**config.mk**
```make
export PLATFORM = sky130hd
export DESIGN_NAME = tcp_congestion_window_control_flat
export DESIGN_NICKNAME = d
export VERILOG_FILES = /design/src/rtl/core/tcw_pkg.sv /design/src/rtl/core/tcw_if.sv /design/src/rtl/core/tcw_csr.sv /design/src/rtl/core/tcw_dpath.sv /design/src/rtl/core/tcw_ctrl.sv /design/src/rtl/core/tcp_congestion_window_control.sv /design/src/flat_wrapper.sv
export SDC_FILE = /design/constraint.sdc
export NUM_CORES = 1
export LEC_CHECK = 0
export BUFFER_PORTS_ARGS = -buffer_cell sky130_fd_sc_hd__buf_2
export CAP_MARGIN = 30
export CORE_MARGIN = 2
export CORE_UTILIZATION = 50
export CTS_CLUSTER_SIZE = 14
export DETAILED_ROUTE_END_ITERATION = 8
export GPL_TIMING_DRIVEN = 0
export PLACE_DENSITY_LB_ADDON = 0.3
export SKIP_CTS_REPAIR_TIMING = 1
export SLEW_MARGIN = 10
export SYNTH_ARGS = -nofsm -noshare
export SYNTH_HDL_FRONTEND = slang
export SYNTH_SLANG_ARGS = --single-unit
```
**constraint.sdc**
```tcl
create_clock -name clock -period 11 [get_ports clock]
set_clock_uncertainty 0.15 [all_clocks]
set_input_delay 2.2 -clock clock [delete_from_list [all_inputs] [get_ports clock]]
set_output_delay 2.2 -clock clock [all_outputs]
set_load 0.01 [all_outputs]
```
**src/rtl/core/tcw_pkg.sv**
```systemverilog
// tcw_pkg: shared types, constants and register map of the congestion window controller
`default_nettype none

package tcw_pkg;

   localparam int WINDOW_BITS_DEF = 16;
   localparam int FIELD_BITS      = 16;
   localparam int CNT_BITS        = 16;
   localparam int SEQ_BITS        = 32;
   localparam int CSR_ADDR_BITS   = 4;
   localparam int CSR_DATA_BITS   = 32;

   localparam logic [CNT_BITS-1:0]   DUP_TRIGGER = 16'd3;
   localparam logic [CNT_BITS-1:0]   CNT_MAX     = 16'hFFFF;
   localparam logic [FIELD_BITS-1:0] FIELD_MAX   = 16'hFFFF;
   localparam logic [SEQ_BITS-1:0]   SEQ_RESET   = 32'd1;

   localparam logic FUNC_ACK     = 1'b0;
   localparam logic FUNC_TIMEOUT = 1'b1;

   typedef enum logic [1:0] {
      REG_INIT_WINDOW     = 2'd0,
      REG_INIT_THRESHOLD  = 2'd1,
      REG_THRESH_FROM_ADV = 2'd2,
      REG_INIT_ADV_WINDOW = 2'd3
   } reg_index_type;

   typedef struct packed {
      logic [FIELD_BITS-1:0] initial_window;
      logic [FIELD_BITS-1:0] initial_threshold;
      logic                  threshold_from_advertised;
      logic [FIELD_BITS-1:0] initial_advertised_window;
   } cfg_type;

   localparam cfg_type CFG_RESET = '{
      initial_window:            16'd1,
      initial_threshold:         16'hFFFF,
      threshold_from_advertised: 1'b0,
      initial_advertised_window: 16'hFFFF
   };

   typedef enum logic [2:0] {
      ST_IDLE,
      ST_PREP,
      ST_APPLY,
      ST_AVOID,
      ST_DONE
   } state_type;

   typedef struct packed {
      logic capture;
      logic prep;
      logic apply;
      logic step;
      logic load_out;
   } cmd_type;

   typedef struct packed {
      logic loop_pending;
   } status_type;

endpackage

`default_nettype wire

```
**src/rtl/core/tcw_if.sv**
```systemverilog
// tcw_if: valid/ready channel interfaces for events and results
`default_nettype none

interface tcw_req_if import tcw_pkg::*; ();
   logic                  valid;
   logic                  ready;
   logic                  func;
   logic [SEQ_BITS-1:0]   ack_seq;
   logic [FIELD_BITS-1:0] adv_window;
   logic                  window_update;

   modport source (output valid, output func, output ack_seq, output adv_window,
                   output window_update, input ready);
   modport sink   (input valid, input func, input ack_seq, input adv_window,
                   input window_update, output ready);
endinterface

interface tcw_rsp_if import tcw_pkg::*; ();
   logic                  valid;
   logic                  ready;
   logic [FIELD_BITS-1:0] send_window;
   logic                  fast_retransmit;
   logic [FIELD_BITS-1:0] cong_window;
   logic [FIELD_BITS-1:0] slow_start_threshold;

   modport source (output valid, output send_window, output fast_retransmit,
                   output cong_window, output slow_start_threshold, input ready);
   modport sink   (input valid, input send_window, input fast_retransmit,
                   input cong_window, input slow_start_threshold, output ready);
endinterface

`default_nettype wire

```
**src/rtl/core/tcw_csr.sv**
```systemverilog
// tcw_csr: apb register file holding the initial window settings
`default_nettype none

module tcw_csr import tcw_pkg::*; (
   input  wire logic                     clock,
   input  wire logic                     reset,
   input  wire logic                     psel,
   input  wire logic                     penable,
   input  wire logic                     pwrite,
   input  wire logic [CSR_ADDR_BITS-1:0] paddr,
   input  wire logic [CSR_DATA_BITS-1:0] pwdata,
   output logic      [CSR_DATA_BITS-1:0] prdata,
   output logic                          pready,
   output cfg_type                       cfg_next,
   output logic                          cfg_write
);

   cfg_type       cfg_ff;
   cfg_type       cfg_in;
   reg_index_type idx;

   assign pready    = 1'b1;
   assign idx       = reg_index_type'(paddr[CSR_ADDR_BITS-1:2]);
   assign cfg_write = psel & penable & pwrite & pready;
   assign cfg_next  = cfg_in;

   always_comb begin
      cfg_in = cfg_ff;
      if (cfg_write) begin
         case (idx)
            REG_INIT_WINDOW:     cfg_in.initial_window = pwdata[FIELD_BITS-1:0];
            REG_INIT_THRESHOLD:  cfg_in.initial_threshold = pwdata[FIELD_BITS-1:0];
            REG_THRESH_FROM_ADV: cfg_in.threshold_from_advertised = pwdata[0];
            REG_INIT_ADV_WINDOW: cfg_in.initial_advertised_window = pwdata[FIELD_BITS-1:0];
            default:             cfg_in = cfg_ff;
         endcase
      end
   end

   always_comb begin
      case (idx)
         REG_INIT_WINDOW:     prdata = CSR_DATA_BITS'(cfg_ff.initial_window);
         REG_INIT_THRESHOLD:  prdata = CSR_DATA_BITS'(cfg_ff.initial_threshold);
         REG_THRESH_FROM_ADV: prdata = CSR_DATA_BITS'(cfg_ff.threshold_from_advertised);
         REG_INIT_ADV_WINDOW: prdata = CSR_DATA_BITS'(cfg_ff.initial_advertised_window);
         default:             prdata = '0;
      endcase
   end

   always_ff @(posedge clock) begin
      if (reset) begin
         cfg_ff <= CFG_RESET;
      end else begin
         cfg_ff <= cfg_in;
      end
   end

endmodule

`default_nettype wire

```
**src/rtl/core/tcw_dpath.sv**
```systemverilog
// tcw_dpath: congestion state registers, event update logic and avoidance step unit
`default_nettype none

module tcw_dpath import tcw_pkg::*; #(
   parameter int WINDOW_BITS = WINDOW_BITS_DEF
) (
   input  wire logic                  clock,
   input  wire logic                  reset,
   input  cmd_type                    cmd,
   output status_type                 status,
   input  cfg_type                    cfg_next,
   input  wire logic                  cfg_write,
   input  wire logic                  func,
   input  wire logic [SEQ_BITS-1:0]   ack_seq,
   input  wire logic [FIELD_BITS-1:0] adv_window,
   input  wire logic                  window_update,
   output logic      [FIELD_BITS-1:0] send_window,
   output logic                       fast_retransmit,
   output logic      [FIELD_BITS-1:0] cong_window,
   output logic      [FIELD_BITS-1:0] slow_start_threshold
);

   localparam int             W       = WINDOW_BITS;
   localparam int             GW      = SEQ_BITS + 1;
   localparam int             CW      = W + CNT_BITS;
   localparam logic [W-1:0]   WIN_MAX = '1;
   localparam logic [W-1:0]   WIN_ONE = W'(1);

   function automatic logic [W-1:0] win_clamp(input logic [FIELD_BITS-1:0] v);
      logic [CW-1:0] wide;
      wide = CW'(v);
      if (wide > CW'(WIN_MAX)) begin
         return WIN_MAX;
      end else if (v == '0) begin
         return WIN_ONE;
      end else begin
         return W'(v);
      end
   endfunction

   function automatic logic [FIELD_BITS-1:0] sat_field(input logic [W-1:0] v);
      if (CW'(v) > CW'(FIELD_MAX)) begin
         return FIELD_MAX;
      end else begin
         return FIELD_BITS'(v);
      end
   endfunction

   function automatic logic [W-1:0] init_threshold(input cfg_type c);
      if (c.threshold_from_advertised) begin
         return win_clamp(c.initial_advertised_window);
      end else begin
         return win_clamp(c.initial_threshold);
      end
   endfunction

   // latched event beat
   logic                  ev_func_ff;
   logic [SEQ_BITS-1:0]   ev_seq_ff;
   logic [FIELD_BITS-1:0] ev_adv_ff;
   logic                  ev_wu_ff;

   // values prepared in the prep state, ahead of the update
   logic [SEQ_BITS-1:0]   dist_ff,  dist_in;
   logic [CNT_BITS-1:0]   dup_ff,   dup_in;

   // congestion state
   logic [SEQ_BITS-1:0]   last_seq_ff,  last_seq_in;
   logic [CNT_BITS-1:0]   dup_count_ff, dup_count_in;
   logic                  recov_ff,     recov_in;
   logic [FIELD_BITS-1:0] peer_ff,      peer_in;
   logic [W-1:0]          cwnd_ff,      cwnd_in;
   logic [W-1:0]          thr_ff,       thr_in;
   logic [CNT_BITS-1:0]   avoid_ff,     avoid_in;
   logic                  avoid_on_ff,  avoid_on_in;
   logic                  fr_ff,        fr_in;

   logic [W-1:0]          half_thr;
   logic [GW-1:0]         grow_sum;
   logic [GW-1:0]         grow_excess;
   logic                  grow_over;
   logic [CNT_BITS-1:0]   c_grow;
   logic [GW-1:0]         avoid_sum;
   logic [CNT_BITS-1:0]   c_avoid;
   logic [CW-1:0]         avoid_wide;
   logic [CW-1:0]         cwnd_wide;
   logic [CW-1:0]         avoid_diff;
   logic                  loop_pending;
   logic                  cwnd_below_peer;

   // preparation: sequence distance and duplicate count
   always_comb begin
      dist_in = ev_seq_ff - last_seq_ff;
      if (ev_seq_ff == last_seq_ff) begin
         dup_in = (dup_count_ff == CNT_MAX) ? CNT_MAX : dup_count_ff + CNT_BITS'(1);
      end else begin
         dup_in = '0;
      end
      if (ev_wu_ff) begin
         dup_in = '0;
      end
   end

   assign half_thr = ((cwnd_ff >> 1) == '0) ? WIN_ONE : (cwnd_ff >> 1);

   // slow start that crosses the threshold hands the rest to avoidance
   assign grow_sum    = GW'(cwnd_ff) + GW'(dist_ff);
   assign grow_over   = grow_sum > GW'(thr_ff);
   assign grow_excess = grow_sum - GW'(thr_ff);
   assign c_grow      = (grow_excess > GW'(CNT_MAX)) ? CNT_MAX : grow_excess[CNT_BITS-1:0];

   assign avoid_sum = GW'(avoid_ff) + GW'(dist_ff);
   assign c_avoid   = (avoid_sum > GW'(CNT_MAX)) ? CNT_MAX : avoid_sum[CNT_BITS-1:0];

   // one avoidance iteration: subtract the window, grow it by one
   assign avoid_wide   = CW'(avoid_ff);
   assign cwnd_wide    = CW'(cwnd_ff);
   assign avoid_diff   = avoid_wide - cwnd_wide;
   assign loop_pending = avoid_on_ff && (avoid_wide >= cwnd_wide) && (cwnd_ff != WIN_MAX);
   assign status.loop_pending = loop_pending;

   always_comb begin
      last_seq_in  = last_seq_ff;
      dup_count_in = dup_count_ff;
      recov_in     = recov_ff;
      peer_in      = peer_ff;
      cwnd_in      = cwnd_ff;
      thr_in       = thr_ff;
      avoid_in     = avoid_ff;
      avoid_on_in  = avoid_on_ff;
      fr_in        = fr_ff;
      if (cfg_write) begin
         last_seq_in  = SEQ_RESET;
         dup_count_in = '0;
         recov_in     = 1'b0;
         peer_in      = cfg_next.initial_advertised_window;
         cwnd_in      = win_clamp(cfg_next.initial_window);
         thr_in       = init_threshold(cfg_next);
         avoid_in     = '0;
         avoid_on_in  = 1'b0;
      end else if (cmd.apply) begin
         avoid_on_in = 1'b0;
         fr_in       = 1'b0;
         if (ev_func_ff == FUNC_TIMEOUT) begin
            thr_in       = half_thr;
            cwnd_in      = win_clamp(cfg_next.initial_window);
            dup_count_in = '0;
            avoid_in     = '0;
            recov_in     = 1'b0;
         end else begin
            peer_in      = ev_adv_ff;
            dup_count_in = dup_ff;
            last_seq_in  = ev_seq_ff;
            if ((dup_ff > DUP_TRIGGER) && recov_ff) begin
               // window inflation while in recovery
               if (cwnd_ff != WIN_MAX) begin
                  cwnd_in = cwnd_ff + WIN_ONE;
               end
            end else if (dup_ff == DUP_TRIGGER) begin
               thr_in   = half_thr;
               recov_in = 1'b1;
               fr_in    = 1'b1;
            end else if ((dup_ff == '0) && recov_ff) begin
               cwnd_in  = thr_ff;
               recov_in = 1'b0;
               avoid_in = '0;
            end else if (dup_ff == '0) begin
               if (cwnd_ff < thr_ff) begin
                  if (grow_over) begin
                     cwnd_in     = thr_ff;
                     avoid_in    = c_grow;
                     avoid_on_in = 1'b1;
                  end else begin
                     cwnd_in = grow_sum[W-1:0];
                  end
               end else begin
                  avoid_in    = c_avoid;
                  avoid_on_in = 1'b1;
               end
            end
         end
      end else if (cmd.step && loop_pending) begin
         avoid_in = avoid_diff[CNT_BITS-1:0];
         cwnd_in  = cwnd_ff + WIN_ONE;
      end
   end

   always_ff @(posedge clock) begin
      if (reset) begin
         last_seq_ff  <= SEQ_RESET;
         dup_count_ff <= '0;
         recov_ff     <= 1'b0;
         peer_ff      <= CFG_RESET.initial_advertised_window;
         cwnd_ff      <= win_clamp(CFG_RESET.initial_window);
         thr_ff       <= init_threshold(CFG_RESET);
         avoid_ff     <= '0;
         avoid_on_ff  <= 1'b0;
         fr_ff        <= 1'b0;
      end else begin
         last_seq_ff  <= last_seq_in;
         dup_count_ff <= dup_count_in;
         recov_ff     <= recov_in;
         peer_ff      <= peer_in;
         cwnd_ff      <= cwnd_in;
         thr_ff       <= thr_in;
         avoid_ff     <= avoid_in;
         avoid_on_ff  <= avoid_on_in;
         fr_ff        <= fr_in;
      end
   end

   always_ff @(posedge clock) begin
      if (cmd.capture) begin
         ev_func_ff <= func;
         ev_seq_ff  <= ack_seq;
         ev_adv_ff  <= adv_window;
         ev_wu_ff   <= window_update;
      end
      if (cmd.prep) begin
         dist_ff <= dist_in;
         dup_ff  <= dup_in;
      end
   end

   // result beat register
   assign cwnd_below_peer = CW'(cwnd_ff) < CW'(peer_ff);

   always_ff @(posedge clock) begin
      if (cmd.load_out) begin
         send_window          <= cwnd_below_peer ? FIELD_BITS'(cwnd_ff) : peer_ff;
         fast_retransmit      <= fr_ff;
         cong_window          <= sat_field(cwnd_ff);
         slow_start_threshold <= sat_field(thr_ff);
      end
   end

   a_cwnd_nonzero: assert property (@(posedge clock) disable iff (reset)
      cwnd_ff != '0 && thr_ff != '0)
      else $error("congestion window or threshold reached zero");

   a_step_grows: assert property (@(posedge clock) disable iff (reset)
      (cmd.step && loop_pending && !cfg_write) |=> (cwnd_ff == $past(cwnd_ff) + WIN_ONE))
      else $error("avoidance step did not grow the window by one");

endmodule

`default_nettype wire

```
**src/rtl/core/tcw_ctrl.sv**
```systemverilog
// tcw_ctrl: sequencing state machine and result beat valid
`default_nettype none

module tcw_ctrl import tcw_pkg::*; (
   input  wire logic clock,
   input  wire logic reset,
   input  wire logic req_valid,
   output logic      req_ready,
   output logic      rsp_valid,
   input  wire logic rsp_ready,
   output cmd_type   cmd,
   input  status_type status
);

   state_type state_ff, state_in;
   logic      out_valid_ff, out_valid_in;

   always_ff @(posedge clock) begin
      if (reset) begin
         state_ff     <= ST_IDLE;
         out_valid_ff <= 1'b0;
      end else begin
         state_ff     <= state_in;
         out_valid_ff <= out_valid_in;
      end
   end

   always_comb begin
      state_in  = state_ff;
      cmd       = '0;
      req_ready = 1'b0;
      case (state_ff)
         ST_IDLE: begin
            req_ready = 1'b1;
            if (req_valid) begin
               cmd.capture = 1'b1;
               state_in    = ST_PREP;
            end
         end
         ST_PREP: begin
            cmd.prep = 1'b1;
            state_in = ST_APPLY;
         end
         ST_APPLY: begin
            cmd.apply = 1'b1;
            state_in  = ST_AVOID;
         end
         ST_AVOID: begin
            if (status.loop_pending) begin
               cmd.step = 1'b1;
            end else begin
               state_in = ST_DONE;
            end
         end
         ST_DONE: begin
            // hold until the previous result beat has left
            if (!out_valid_ff || rsp_ready) begin
               cmd.load_out = 1'b1;
               state_in     = ST_IDLE;
            end
         end
         default: begin
            state_in = ST_IDLE;
         end
      endcase
   end

   assign out_valid_in = cmd.load_out | (out_valid_ff & ~rsp_ready);
   assign rsp_valid    = out_valid_ff;

   a_no_overwrite: assert property (@(posedge clock) disable iff (reset)
      cmd.load_out |-> (!out_valid_ff || rsp_ready))
      else $error("result register loaded while holding an untaken beat");

   a_idle_loop_done: assert property (@(posedge clock) disable iff (reset)
      req_ready |-> !status.loop_pending)
      else $error("ready for an event while avoidance work remains");

endmodule

`default_nettype wire

```
**src/rtl/core/tcp_congestion_window_control.sv**
```systemverilog
// tcp_congestion_window_control: top level of the reno-style congestion window controller
// sequence: a taken event beat is captured, prepared and applied, then the avoidance
//   state runs one window subtract-and-increment per cycle for each congestion avoidance
//   iteration, then loads the result beat; the next event is taken while a result waits
// reset: synchronous; registers return to defaults and the congestion state is loaded
//   from them, and every register write re-initializes the congestion state the same way
`default_nettype none

module tcp_congestion_window_control import tcw_pkg::*; #(
   parameter int WINDOW_BITS = WINDOW_BITS_DEF
) (
   input  wire logic                     clock,
   input  wire logic                     reset,
   tcw_req_if.sink                       req_if,
   tcw_rsp_if.source                     rsp_if,
   input  wire logic                     csr_psel,
   input  wire logic                     csr_penable,
   input  wire logic                     csr_pwrite,
   input  wire logic [CSR_ADDR_BITS-1:0] csr_paddr,
   input  wire logic [CSR_DATA_BITS-1:0] csr_pwdata,
   output logic      [CSR_DATA_BITS-1:0] csr_prdata,
   output logic                          csr_pready
);

   cmd_type    cmd;
   status_type status;
   cfg_type    cfg_next;
   logic       cfg_write;

   tcw_csr u_csr (
      .clock     (clock),
      .reset     (reset),
      .psel      (csr_psel),
      .penable   (csr_penable),
      .pwrite    (csr_pwrite),
      .paddr     (csr_paddr),
      .pwdata    (csr_pwdata),
      .prdata    (csr_prdata),
      .pready    (csr_pready),
      .cfg_next  (cfg_next),
      .cfg_write (cfg_write)
   );

   tcw_ctrl u_ctrl (
      .clock     (clock),
      .reset     (reset),
      .req_valid (req_if.valid),
      .req_ready (req_if.ready),
      .rsp_valid (rsp_if.valid),
      .rsp_ready (rsp_if.ready),
      .cmd       (cmd),
      .status    (status)
   );

   tcw_dpath #(
      .WINDOW_BITS (WINDOW_BITS)
   ) u_dpath (
      .clock                (clock),
      .reset                (reset),
      .cmd                  (cmd),
      .status               (status),
      .cfg_next             (cfg_next),
      .cfg_write            (cfg_write),
      .func                 (req_if.func),
      .ack_seq              (req_if.ack_seq),
      .adv_window           (req_if.adv_window),
      .window_update        (req_if.window_update),
      .send_window          (rsp_if.send_window),
      .fast_retransmit      (rsp_if.fast_retransmit),
      .cong_window          (rsp_if.cong_window),
      .slow_start_threshold (rsp_if.slow_start_threshold)
   );

endmodule

`default_nettype wire

```
**src/flat_wrapper.sv**
```systemverilog
// flat-port wrapper written by rule: the top's interface ports become plain ports
module tcp_congestion_window_control_flat import tcw_pkg::*;
#(
   parameter int WINDOW_BITS = WINDOW_BITS_DEF
)
  (clock, reset, csr_psel, csr_penable, csr_pwrite, csr_paddr, csr_pwdata, csr_prdata, csr_pready, req_if_valid, req_if_func, req_if_ack_seq, req_if_adv_window, req_if_window_update, req_if_ready, rsp_if_valid, rsp_if_send_window, rsp_if_fast_retransmit, rsp_if_cong_window, rsp_if_slow_start_threshold, rsp_if_ready);
  tcw_req_if req_if_i ();
  tcw_rsp_if rsp_if_i ();
  input  wire logic clock;
  input  wire logic reset;
  input  wire logic csr_psel;
  input  wire logic csr_penable;
  input  wire logic csr_pwrite;
  input  wire logic [CSR_ADDR_BITS-1:0] csr_paddr;
  input  wire logic [CSR_DATA_BITS-1:0] csr_pwdata;
  output logic      [CSR_DATA_BITS-1:0] csr_prdata;
  output logic csr_pready;
  input wire logic [$bits(req_if_i.valid)-1:0] req_if_valid;
  input wire logic [$bits(req_if_i.func)-1:0] req_if_func;
  input wire logic [$bits(req_if_i.ack_seq)-1:0] req_if_ack_seq;
  input wire logic [$bits(req_if_i.adv_window)-1:0] req_if_adv_window;
  input wire logic [$bits(req_if_i.window_update)-1:0] req_if_window_update;
  output wire logic [$bits(req_if_i.ready)-1:0] req_if_ready;
  output wire logic [$bits(rsp_if_i.valid)-1:0] rsp_if_valid;
  output wire logic [$bits(rsp_if_i.send_window)-1:0] rsp_if_send_window;
  output wire logic [$bits(rsp_if_i.fast_retransmit)-1:0] rsp_if_fast_retransmit;
  output wire logic [$bits(rsp_if_i.cong_window)-1:0] rsp_if_cong_window;
  output wire logic [$bits(rsp_if_i.slow_start_threshold)-1:0] rsp_if_slow_start_threshold;
  input wire logic [$bits(rsp_if_i.ready)-1:0] rsp_if_ready;
  assign req_if_i.valid = req_if_valid;
  assign req_if_i.func = req_if_func;
  assign req_if_i.ack_seq = req_if_ack_seq;
  assign req_if_i.adv_window = req_if_adv_window;
  assign req_if_i.window_update = req_if_window_update;
  assign req_if_ready = req_if_i.ready;
  assign rsp_if_valid = rsp_if_i.valid;
  assign rsp_if_send_window = rsp_if_i.send_window;
  assign rsp_if_fast_retransmit = rsp_if_i.fast_retransmit;
  assign rsp_if_cong_window = rsp_if_i.cong_window;
  assign rsp_if_slow_start_threshold = rsp_if_i.slow_start_threshold;
  assign rsp_if_i.ready = rsp_if_ready;
  tcp_congestion_window_control #(.WINDOW_BITS(WINDOW_BITS)) u_core (.clock(clock), .reset(reset), .req_if(req_if_i), .rsp_if(rsp_if_i), .csr_psel(csr_psel), .csr_penable(csr_penable), .csr_pwrite(csr_pwrite), .csr_paddr(csr_paddr), .csr_pwdata(csr_pwdata), .csr_prdata(csr_prdata), .csr_pready(csr_pready));
endmodule
```
* Word-level counts from Yosys, hierarchy flattened
Index checks and enable logic that the tools add are counted.
W data, S select, Z words.
** Storage, ports and cells
- Bits in registers :: 315
- Bits of input ports :: 93
- Word-level logic and storage cells :: 172
** Operators by class
- Add/sub/neg operators :: 7
- $lt $le $gt $ge :: 7
- Eq/ne operators :: 25
- Muxes and demuxes :: 71
- Bitwise operators :: 8
- Reductions and logical operators :: 29
** Operators with widths (number)
- $mux W16 :: 40
- $pmux W32 S4 :: 1
- $logic_not A16 Y1 :: 5
- $add A16 B32 Y33 :: 2
- $gt A33 B16 Y1 const B :: 2
- $mux W49 :: 1
- $gt A33 B16 Y1 :: 1
- $sub A33 B16 Y33 :: 1
- $add A16 B1 Y16 const B :: 2
- $eq A32 B32 Y1 :: 1
- $lt A16 B16 Y1 :: 2
- $sub A32 B32 Y32 :: 1
- $mux W1 :: 24
- $eq A16 B16 Y1 const B :: 1
- $eq A16 B2 Y1 const B :: 1
- $ge A16 B16 Y1 :: 1
- $gt A16 B2 Y1 const B :: 1
- $ne A16 B16 Y1 const B :: 1
- $sub A16 B16 Y16 :: 1
- $mux W15 :: 1
- $ne A5 B5 Y1 const B :: 3
- $pmux W3 S5 :: 1
- $ne A6 B6 Y1 const B :: 2
- $reduce_and A5 Y1 :: 2
- other kinds (24) :: 49

* Longest topological paths before layout
Gate-level depths: netlist (run 1).
- Depth after elaboration :: 12
- Gate-level depth with buffers :: 26
- Mapped depth without buffers :: 24

* By module
From an unflattened synthesis (run 1), not the netlist that was laid out.
** Unflattened totals
- Cell total of the unflattened synthesis :: 2263
- Area, all modules :: 20787.4 sq um
** Modules (own cells, without submodules)
- tcw_dpath :: instances 1, cells each 1916, area an instance 17541.8 sq um
- tcw_csr :: instances 1, cells each 324, area an instance 3037.9 sq um
- tcw_ctrl :: instances 1, cells each 23, area an instance 207.7 sq um

* Worst setup path after synthesis (run 1)
OpenSTA, ideal clock, no wires.
- Path kind :: input to output
- Start :: in csr_paddr[2]
- End :: out csr_prdata[10]
- Arrival time :: 3.707 ns
- Data required time :: 8.650 ns
- Setup slack :: 4.943 ns
- Stages :: 5
- Cell sequence :: clkbuf_1 buf_1 buf_1 mux2i_1 o21ai_0
** Between the ends
- Word-level cells in the longest chain between the ends :: 2
- Elaborated cells between the ends (all ways) :: 5
** RTL lines
- start, declared :: RTL line flat_wrapper.sv:14 : input wire logic [CSR_ADDR_BITS-1:0] csr_paddr;
- $eq A2 B2 Y1 (tied with other cells) :: RTL line tcw_csr.sv:41 : case (idx)
- $pmux W32 S4 * :: RTL line tcw_csr.sv:41
- end, declared :: RTL line flat_wrapper.sv:16 : output logic [CSR_DATA_BITS-1:0] csr_prdata;
Mark *: on every way between the ends. The rest lies on a longest branch, timed or not. The select of a mux whose other input is x is not followed.

* Worst setup path in the final report (run 1)
- Start :: reg u_core.u_dpath.cwnd_ff[1]
- End :: reg u_core.u_dpath.avoid_ff[3]
** Between the ends
- Word-level cells in the longest chain between the ends :: 12
- Elaborated cells between the ends (all ways) :: 26
** RTL lines
- start, declared :: RTL line tcw_dpath.sv:72 : logic [W-1:0] cwnd_ff, cwnd_in;
- start signal, assigned :: RTL line tcw_dpath.sv:194 : cwnd_ff <= win_clamp(CFG_RESET.initial_window);
- start signal, assigned :: RTL line tcw_dpath.sv:204 : cwnd_ff <= cwnd_in;
- $add A16 B32 Y33 :: RTL line tcw_dpath.sv:107 : assign grow_sum = GW'(cwnd_ff) + GW'(dist_ff);
- $sub A33 B16 Y33 :: RTL line tcw_dpath.sv:109 : assign grow_excess = grow_sum - GW'(thr_ff);
- $gt A33 B16 Y1 :: RTL line tcw_dpath.sv:110 : assign c_grow = (grow_excess > GW'(CNT_MAX)) ? CNT_MAX : grow_excess[CNT_BITS-1:0];
- $mux W16 :: RTL line tcw_dpath.sv:110
- $mux W16 :: RTL line tcw_dpath.sv:169 : if (grow_over) begin
- $mux W16 :: RTL line tcw_dpath.sv:168 : if (cwnd_ff < thr_ff) begin
- $mux W16 :: RTL line tcw_dpath.sv:167 : end else if (dup_ff == '0) begin
- $mux W16 :: RTL line tcw_dpath.sv:163 : end else if ((dup_ff == '0) && recov_ff) begin
- $mux W16 :: RTL line tcw_dpath.sv:159 : end else if (dup_ff == DUP_TRIGGER) begin
- $mux W16 :: RTL line tcw_dpath.sv:154 : if ((dup_ff > DUP_TRIGGER) && recov_ff) begin
- $mux W16 :: RTL line tcw_dpath.sv:144 : if (ev_func_ff == FUNC_TIMEOUT) begin
- $mux W16 :: RTL line tcw_dpath.sv:141 : end else if (cmd.apply) begin
- end signal, assigned :: RTL line tcw_dpath.sv:206 : avoid_ff <= avoid_in;
- end, declared :: RTL line tcw_dpath.sv:74 : logic [CNT_BITS-1:0] avoid_ff, avoid_in;
Parallel ways exist; a longest one is shown, timed or not. The select of a mux whose other input is x is not followed.
A chain may end at the register's enable or synchronous reset.

==> results of run 1 <==
==> logic make-up after synthesis <==
| kind of cell | synth area share (%) |
|---|---|
| xor+xnor | 4.81 |
| compound gates | 20.4 |
| flops | 39.2 |
| fa+ha+maj | 8.51 |
| buf+inv | 4.72 |
| other cells | 0.0378 |
| mux | 4.40 |
| simple gates | 17.9 |
==> metal layers <==
metal	part of all wire (%)	vias to the layer above	routed length (um)	global-route usage [%]
li1	-	8484	-	-
met4	4.2	0	2690	12.9
met5	0	-	0	0
met2	44	871	28000	47.7
met1	42	8527	26600	41.1
met3	9.5	166	6050	4.99
==> report_power, final <==
| group | switching, mW | internal, mW |
|---|---|---|
| clock network | 0.484 | 0.689 |
| registers | 0.0728 | 1.29 |
| logic | 0.473 | 0.285 |
| total | 1.03 | 2.27 |
==> flip-flops by register name (all words and copies together) (netlist names), 3 cells and up <==
| register | count |
|---|---|
| u_core.u_dpath.slow_start_threshold | 16 |
| u_core.u_dpath.cwnd_ff | 16 |
| u_core.u_csr.cfg_ff | 49 |
| u_core.u_dpath.send_window | 16 |
| u_core.u_dpath.last_seq_ff | 32 |
| u_core.u_dpath.dup_count_ff | 16 |
| u_core.u_ctrl.state_ff | 3 |
| u_core.u_dpath.dup_ff | 16 |
| u_core.u_dpath.peer_ff | 16 |
| u_core.u_dpath.avoid_ff | 16 |
| u_core.u_dpath.cong_window | 16 |
| u_core.u_dpath.ev_adv_ff | 16 |
| u_core.u_dpath.ev_seq_ff | 32 |
| u_core.u_dpath.thr_ff | 16 |
| u_core.u_dpath.dist_ff | 32 |
==> cells in the final DEF, fill, tap and decap left out, types with 22 or more instances in the layout <==
cell	n
sky130_fd_sc_hd__nand2_1	243
sky130_fd_sc_hd__dfxtp_1	168
sky130_fd_sc_hd__a21oi_1	165
sky130_fd_sc_hd__nor2_1	152
sky130_fd_sc_hd__buf_2	148
sky130_fd_sc_hd__edfxtp_1	147
sky130_fd_sc_hd__ha_1	127
sky130_fd_sc_hd__o21ai_0	116
sky130_fd_sc_hd__inv_1	112
sky130_fd_sc_hd__clkbuf_1	88
sky130_fd_sc_hd__mux2i_1	79
sky130_fd_sc_hd__xnor2_1	70
sky130_fd_sc_hd__a21o_1	62
sky130_fd_sc_hd__nand3_1	58
sky130_fd_sc_hd__nor3_1	57
sky130_fd_sc_hd__nand2b_1	46
sky130_fd_sc_hd__o211ai_1	44
sky130_fd_sc_hd__xor2_1	39
sky130_fd_sc_hd__clkbuf_16	36
sky130_fd_sc_hd__nor2b_1	35
sky130_fd_sc_hd__nand4_1	31
sky130_fd_sc_hd__nor4_1	29
sky130_fd_sc_hd__a211o_1	23
sky130_fd_sc_hd__o21a_1	22
==> area by class of cell <==
cell class	count	share of cell area (%)
Sequential cell	315	34.6
Antenna cell	1	0.0111
Multi-Input combinational cell	1691	49.8
Clock inverter	20	0.880
Timing Repair Buffer	144	3.41
Buffer	114	2.29
Inverter	112	1.87
Clock buffer	44	4.23
Tap cell	518	2.88
==> through the flow <==
stage	hold slack (ns)	cells	setup WS, ns	utilization (%)
CTS	0.305	2958	4.27	57.7
detailed placement	0.297	2894	4.30	54.8
floorplan	0.252	2232	4.94	-
global route	0.320	2958	3.74	57.7
global placement	0.292	2890	4.10	54.6
finish	0.304	2959	4.08	57.8
==> critical path, delay by kind of cell (launching register included) <==
family,cells,cell delay (ns)
AND/OR/NAND/NOR,5,0.90
buffers and inverters,2,0.65
flip-flops,1,0.76
adder cells (fa/ha/maj),2,0.76
AO/OA/AOI/OAI,13,3.54
==> worst paths after layout <==
| check | end | slack (ns) | cells past startpoint |
|---|---|---|---|
| worst max-delay path | u_core.u_dpath.avoid_ff[3] | 4.08 | 22 |
| worst min-delay path | u_core.u_dpath.last_seq_ff[8] | 0.30 | 2 |
| worst max register to register | u_core.u_dpath.avoid_ff[3] | 4.08 | 22 |
| worst min register to register | u_core.u_dpath.last_seq_ff[8] | 0.30 | 2 |
==> results.cfg, run 1 <==
[run_status]
run_status = complete, no violations

[worst_hold_path]
holdCritPathClass = reg -> reg
timing.hold.worst.start = u_core.u_dpath.last_seq_ff[8]

[pwr]
power_density_nw_per_um2 = 147
irDropWorstVdd_v = 0.000139
report.power.total_mw = 3.30
p_leak_nw = 9.03

[setup_path]
worstPathCellList = inv_1 -> fa_1 -> nor2b_1 -> o31a_1 -> o21ai_0 -> nand2b_1 -> a21o_1 -> nand2_1 -> a21boi_0 -> o21ai_0 -> a21oi_1 -> ha_1 -> nand4_1 -> o41ai_2 -> a221oi_1 -> or3_1 -> a2111oi_0 -> o2111a_1 -> o2111ai_2 -> buf_2 -> o211ai_1 -> o21ai_1
worst_ep_required_time_ns = 11.24
crit_start = u_core.u_dpath.cwnd_ff[1]
endpoint_kind = register
slowest_delay_ns = 0.76
crit_slowest_cell = sky130_fd_sc_hd__dfxtp_1
setup.worst_path.start_class = register
cp_max_fo = 10
worstSetupPathType = reg -> reg
crit_top_cell = sky130_fd_sc_hd__o21ai_0
critical_path.reg2reg.startpoint = u_core.u_dpath.cwnd_ff[1]
cp_data_arrival_time_ns = 7.16

[yosys]
synth_enable_flop_cells = 147
synthTopCellsByArea = sky130_fd_sc_hd__edfxtp_1 22%, sky130_fd_sc_hd__dfxtp_1 17%, sky130_fd_sc_hd__ha_1 8.0%
ys_top_cells_by_count = 243 x sky130_fd_sc_hd__nand2_1, 168 x sky130_fd_sc_hd__dfxtp_1, 165 x sky130_fd_sc_hd__a21oi_1
yosys.cell_count.top_type = sky130_fd_sc_hd__nand2_1
post-synth-top-area-cell = sky130_fd_sc_hd__edfxtp_1
postSynthAreaPerCell_um2 = 8.95
postSynthRegisterBits = 315
synth_seq_area_share_pct = 39.2
syn-instance-count = 2217
synth_cell_types = 92
synth-main-ff-cell = sky130_fd_sc_hd__dfxtp_1
ys.warnings.count = 0
synth_top_area_share_pct = 22.2
syn_std_cell_area_um2 = 19800
async_set_or_reset_register_ratio_after_synthesis_pct = 0

[job]
cap_violations = 0

[clocking]
cts_root_buffer = sky130_fd_sc_hd__clkbuf_16
clock_tree.buffer_depth = 3
numClockSinks = 315
clock_network_latency_to_the_later_pin_of_the_worst_skew_pair_ns = 0.55
path_clk_slew_ns = 0.06
cts_tree = yes
htree_levels = 2
cts_made_buffers = 35

[routing]
wire_per_inst_um = 21.4
finalWirelength_um = 63400
ant_nets = 0
drt_first_pass_iters = 5
vias_per_cell = 6.10
dr.first_iter.drc_count = 1764
drcViolationCount = 0
via_count = 18000

[layout]
drive_above_1_share_pct = 10.9
register_area_um2 = 7780
syn_to_final_growth_pct = 13.3
multi_input_comb_area_um2 = 11200
stdcell_area_um2 = 22500
layout.nets = 2638
num-fill-cells = 3529

[floorplanning]
initial_core_util_pct = 51.0
die-height_um = 203
placementRows = 72
core_area_um2 = 38900
die_w_um = 203
num_io_pins = 177
floorplan.die_area_um2 = 41300

[sta]
max_freq_mhz = 145
slew_headroom_pct = 31.0
final_min_period_over_clock_period_pct = 62.9
worst_slew_pin_slew_ns = 1.03
hold_viol = 0
slew_viol_final = 0
rsz0062_at_grt = false
setup-violations-final = 0
period_needed_ns = 6.92
setup-tns-final_ns = 0

[global_route]
antenna_found_initial = 1
wire_length_of_the_first_global_routing_pass_um = 96800
first_global_vias = 17200
total_grt_overflow = 0
grt_max_degree = 39
grt_use_total_pct = 30.2

[place]
global_placement_routability_congestion = 0.982
io_buffers = 140
hpwl_um = 49400
dpl-instance-area_um2 = 21300
No activity file was read; power rests on OpenSTA's default activity.
==> run 2, diff against run 1 <==
==> constraint.sdc (replaced) <==
create_clock -name clock -period 6.6 [get_ports clock]
set_clock_uncertainty 0.15 [all_clocks]
set_input_delay 1.32 -clock clock [delete_from_list [all_inputs] [get_ports clock]]
set_output_delay 1.32 -clock clock [all_outputs]
set_load 0.01 [all_outputs]
==> results.cfg, run 2 (synthesis results as in run 1) <==
[run_status]
run_status = complete, no violations

[setup_path]
critical-path-top-delay-family = compound AO/OA/AOI/OAI gates
endpoint_kind = register
critical_path.reg2reg.startpoint = u_core.u_dpath.cwnd_ff[3]
worstSetupPathType = reg -> reg
worstPathCellList = ha_1 -> o21a_1 -> o31a_1 -> o21ai_0 -> nand2b_1 -> a21o_1 -> nand2_1 -> a21boi_0 -> o21ai_0 -> a21oi_2 -> ha_1 -> or3_1 -> o211a_1 -> a221o_1 -> xor2_1 -> or3_1 -> a2111oi_1 -> o2111a_1 -> o2111ai_4 -> clkbuf_4 -> o211ai_1 -> o21ai_1
cp_data_arrival_time_ns = 6.54
setup.worst_path.start_class = register
timing.critical_path.buf_inv = 1
timing.rr.end = u_core.u_dpath.avoid_ff[3]
timing.reg2reg.worst_path_depth = 22
crit_slowest_cell = sky130_fd_sc_hd__dfxtp_1
cp_max_fo = 10
worst-r2r-setup-slack_ns = 0.30
worst_ep_required_time_ns = 6.84
slowest_delay_ns = 0.73

[layout]
multi_input_comb_area_um2 = 11200
layout.nets = 2638
syn_to_final_growth_pct = 13.4
stdcell_area_um2 = 22500
commonest_cells_after_routing_fill_and_taps_aside = 243 x sky130_fd_sc_hd__nand2_1, 165 x sky130_fd_sc_hd__dfxtp_1, 164 x sky130_fd_sc_hd__a21oi_1, 152 x sky130_fd_sc_hd__nor2_1
max_ffs_per_register = 49
num-fill-cells = 3528
register_area_um2 = 7790
max_flop_register = u_core.u_csr.cfg_ff
mostFrequentLayoutCell = sky130_fd_sc_hd__nand2_1
final-instance-count-excl-fill = 2959
drive_above_1_share_pct = 11.1

[clocking]
htree_levels = 2
path_clk_slew_ns = 0.06
clock_network_latency_to_the_later_pin_of_the_worst_skew_pair_ns = 0.55
cts_root_buffer = sky130_fd_sc_hd__clkbuf_16
clock_tree.buffer_depth = 3
cts_tree = yes
cts_made_buffers = 35
numClockSinks = 315

[floorplanning]
initial_core_util_pct = 51.0
num_io_pins = 177
die_w_um = 203
core_area_um2 = 38900
floorplan.die_area_um2 = 41300
die-height_um = 203
placementRows = 72

[sta]
worst_slew_pin_slew_ns = 1.04
slew_viol_final = 0
fin_ws_ns = 0.302
setup-tns-final_ns = 0
period_needed_ns = 6.30
slew_headroom_pct = 30.5
final_min_period_over_clock_period_pct = 95.4
hold_viol = 0
max_freq_mhz = 159
setup-violations-final = 0
rsz0062_at_grt = false

[routing]
finalWirelength_um = 63400
drcViolationCount = 0
wl_met1_um = 26700
via_count = 18100
met3_routed_length_um = 6050
dr.first_iter.drc_count = 1867
ant_nets = 0
vias_per_cell = 6.12
drt_first_pass_iters = 6
wire_per_inst_um = 21.4
highest-signal-layer = met4
dr_wl_met2_um = 28100

[job]
cap_violations = 0

[worst_hold_path]
holdCritPathClass = reg -> reg
whs_path_cells = 2
timing.hold.worst.start = u_core.u_dpath.last_seq_ff[8]
min_delay_worst_endpoint = u_core.u_dpath.last_seq_ff[8]

[pwr]
power_density_nw_per_um2 = 245
irDropWorstVdd_v = 0.000231
p_leak_nw = 9.04
report.power.total_mw = 5.51

[global_route]
antenna_found_initial = 1
grt_use_total_pct = 30.2
total_grt_overflow = 0
wire_length_of_the_first_global_routing_pass_um = 96800
first_global_vias = 17200
grt_max_degree = 39

[place]
placed_cells = 2894
io_buffers = 140
place_ws_ns = -0.102
hpwl_um = 49400
global_placement_routability_congestion = 0.982
dpl-instance-area_um2 = 21300
==> run 2: metal layers <==
layer	global-route usage (%)	vias up
met2	47.7	909
met3	4.99	167
met4	12.9	0
met1	41.1	8544
met5	0	-
li1	-	8486
==> run 2: worst max path at each step <==
stage	endpoint	cells after the start	slack, ns	startpoint
after floorplan	u_core.u_dpath.avoid_ff[11]	23	1.36	u_core.u_dpath.cwnd_ff[0]
after global placement	u_core.u_dpath.avoid_ff[12]	24	-0.30	u_core.u_dpath.cwnd_ff[1]
after detailed placement	u_core.u_dpath.avoid_ff[3]	24	-0.10	u_core.u_dpath.cwnd_ff[1]
after CTS	u_core.u_dpath.avoid_ff[3]	24	-0.13	u_core.u_dpath.cwnd_ff[1]
after global routing	u_core.u_dpath.avoid_ff[3]	24	0.004	u_core.u_dpath.cwnd_ff[0]
final	u_core.u_dpath.avoid_ff[3]	22	0.30	u_core.u_dpath.cwnd_ff[3]
==> run 2: layout make-up <==
class	count	share of cell area, %
antenna	1	0.0111
buffer	114	2.31
sequential	315	34.6
tap	518	2.88
clock buffer	44	4.22
clock inverter	20	0.878
timing repair buffer	144	3.40
inverter	112	1.87
multi-input combinational	1691	49.8
==> run 2: worst register-to-register path, stage by stage (launching register included) <==
cell,delay [ns]
sky130_fd_sc_hd__dfxtp_1,0.73
sky130_fd_sc_hd__ha_1,0.40
sky130_fd_sc_hd__o21a_1,0.19
sky130_fd_sc_hd__o31a_1,0.14
sky130_fd_sc_hd__o21ai_0,0.17
sky130_fd_sc_hd__nand2b_1,0.10
sky130_fd_sc_hd__a21o_1,0.20
sky130_fd_sc_hd__nand2_1,0.06
sky130_fd_sc_hd__a21boi_0,0.12
sky130_fd_sc_hd__o21ai_0,0.24
sky130_fd_sc_hd__a21oi_2,0.12
sky130_fd_sc_hd__ha_1,0.22
sky130_fd_sc_hd__or3_1,0.41
sky130_fd_sc_hd__o211a_1,0.26
sky130_fd_sc_hd__a221o_1,0.44
sky130_fd_sc_hd__xor2_1,0.19
sky130_fd_sc_hd__or3_1,0.31
sky130_fd_sc_hd__a2111oi_1,0.49
sky130_fd_sc_hd__o2111a_1,0.32
sky130_fd_sc_hd__o2111ai_4,0.22
sky130_fd_sc_hd__clkbuf_4,0.28
sky130_fd_sc_hd__o211ai_1,0.28
sky130_fd_sc_hd__o21ai_1,0.11
==> run 2: power by group <==
| part | switching, mW | total (mW) | internal [mW] |
|---|---|---|---|
| logic | 0.794 | 1.27 | 0.476 |
| clock network | 0.807 | 1.96 | 1.15 |
| registers | 0.122 | 2.28 | 2.16 |
==> run 2: through the flow <==
stage / utilization (%) / hold slack (ns)
global route: 57.8 / 0.320
CTS: 57.7 / 0.305
floorplan: - / 0.252
finish: 57.8 / 0.304
global placement: 54.6 / 0.292
detailed placement: 54.8 / 0.297
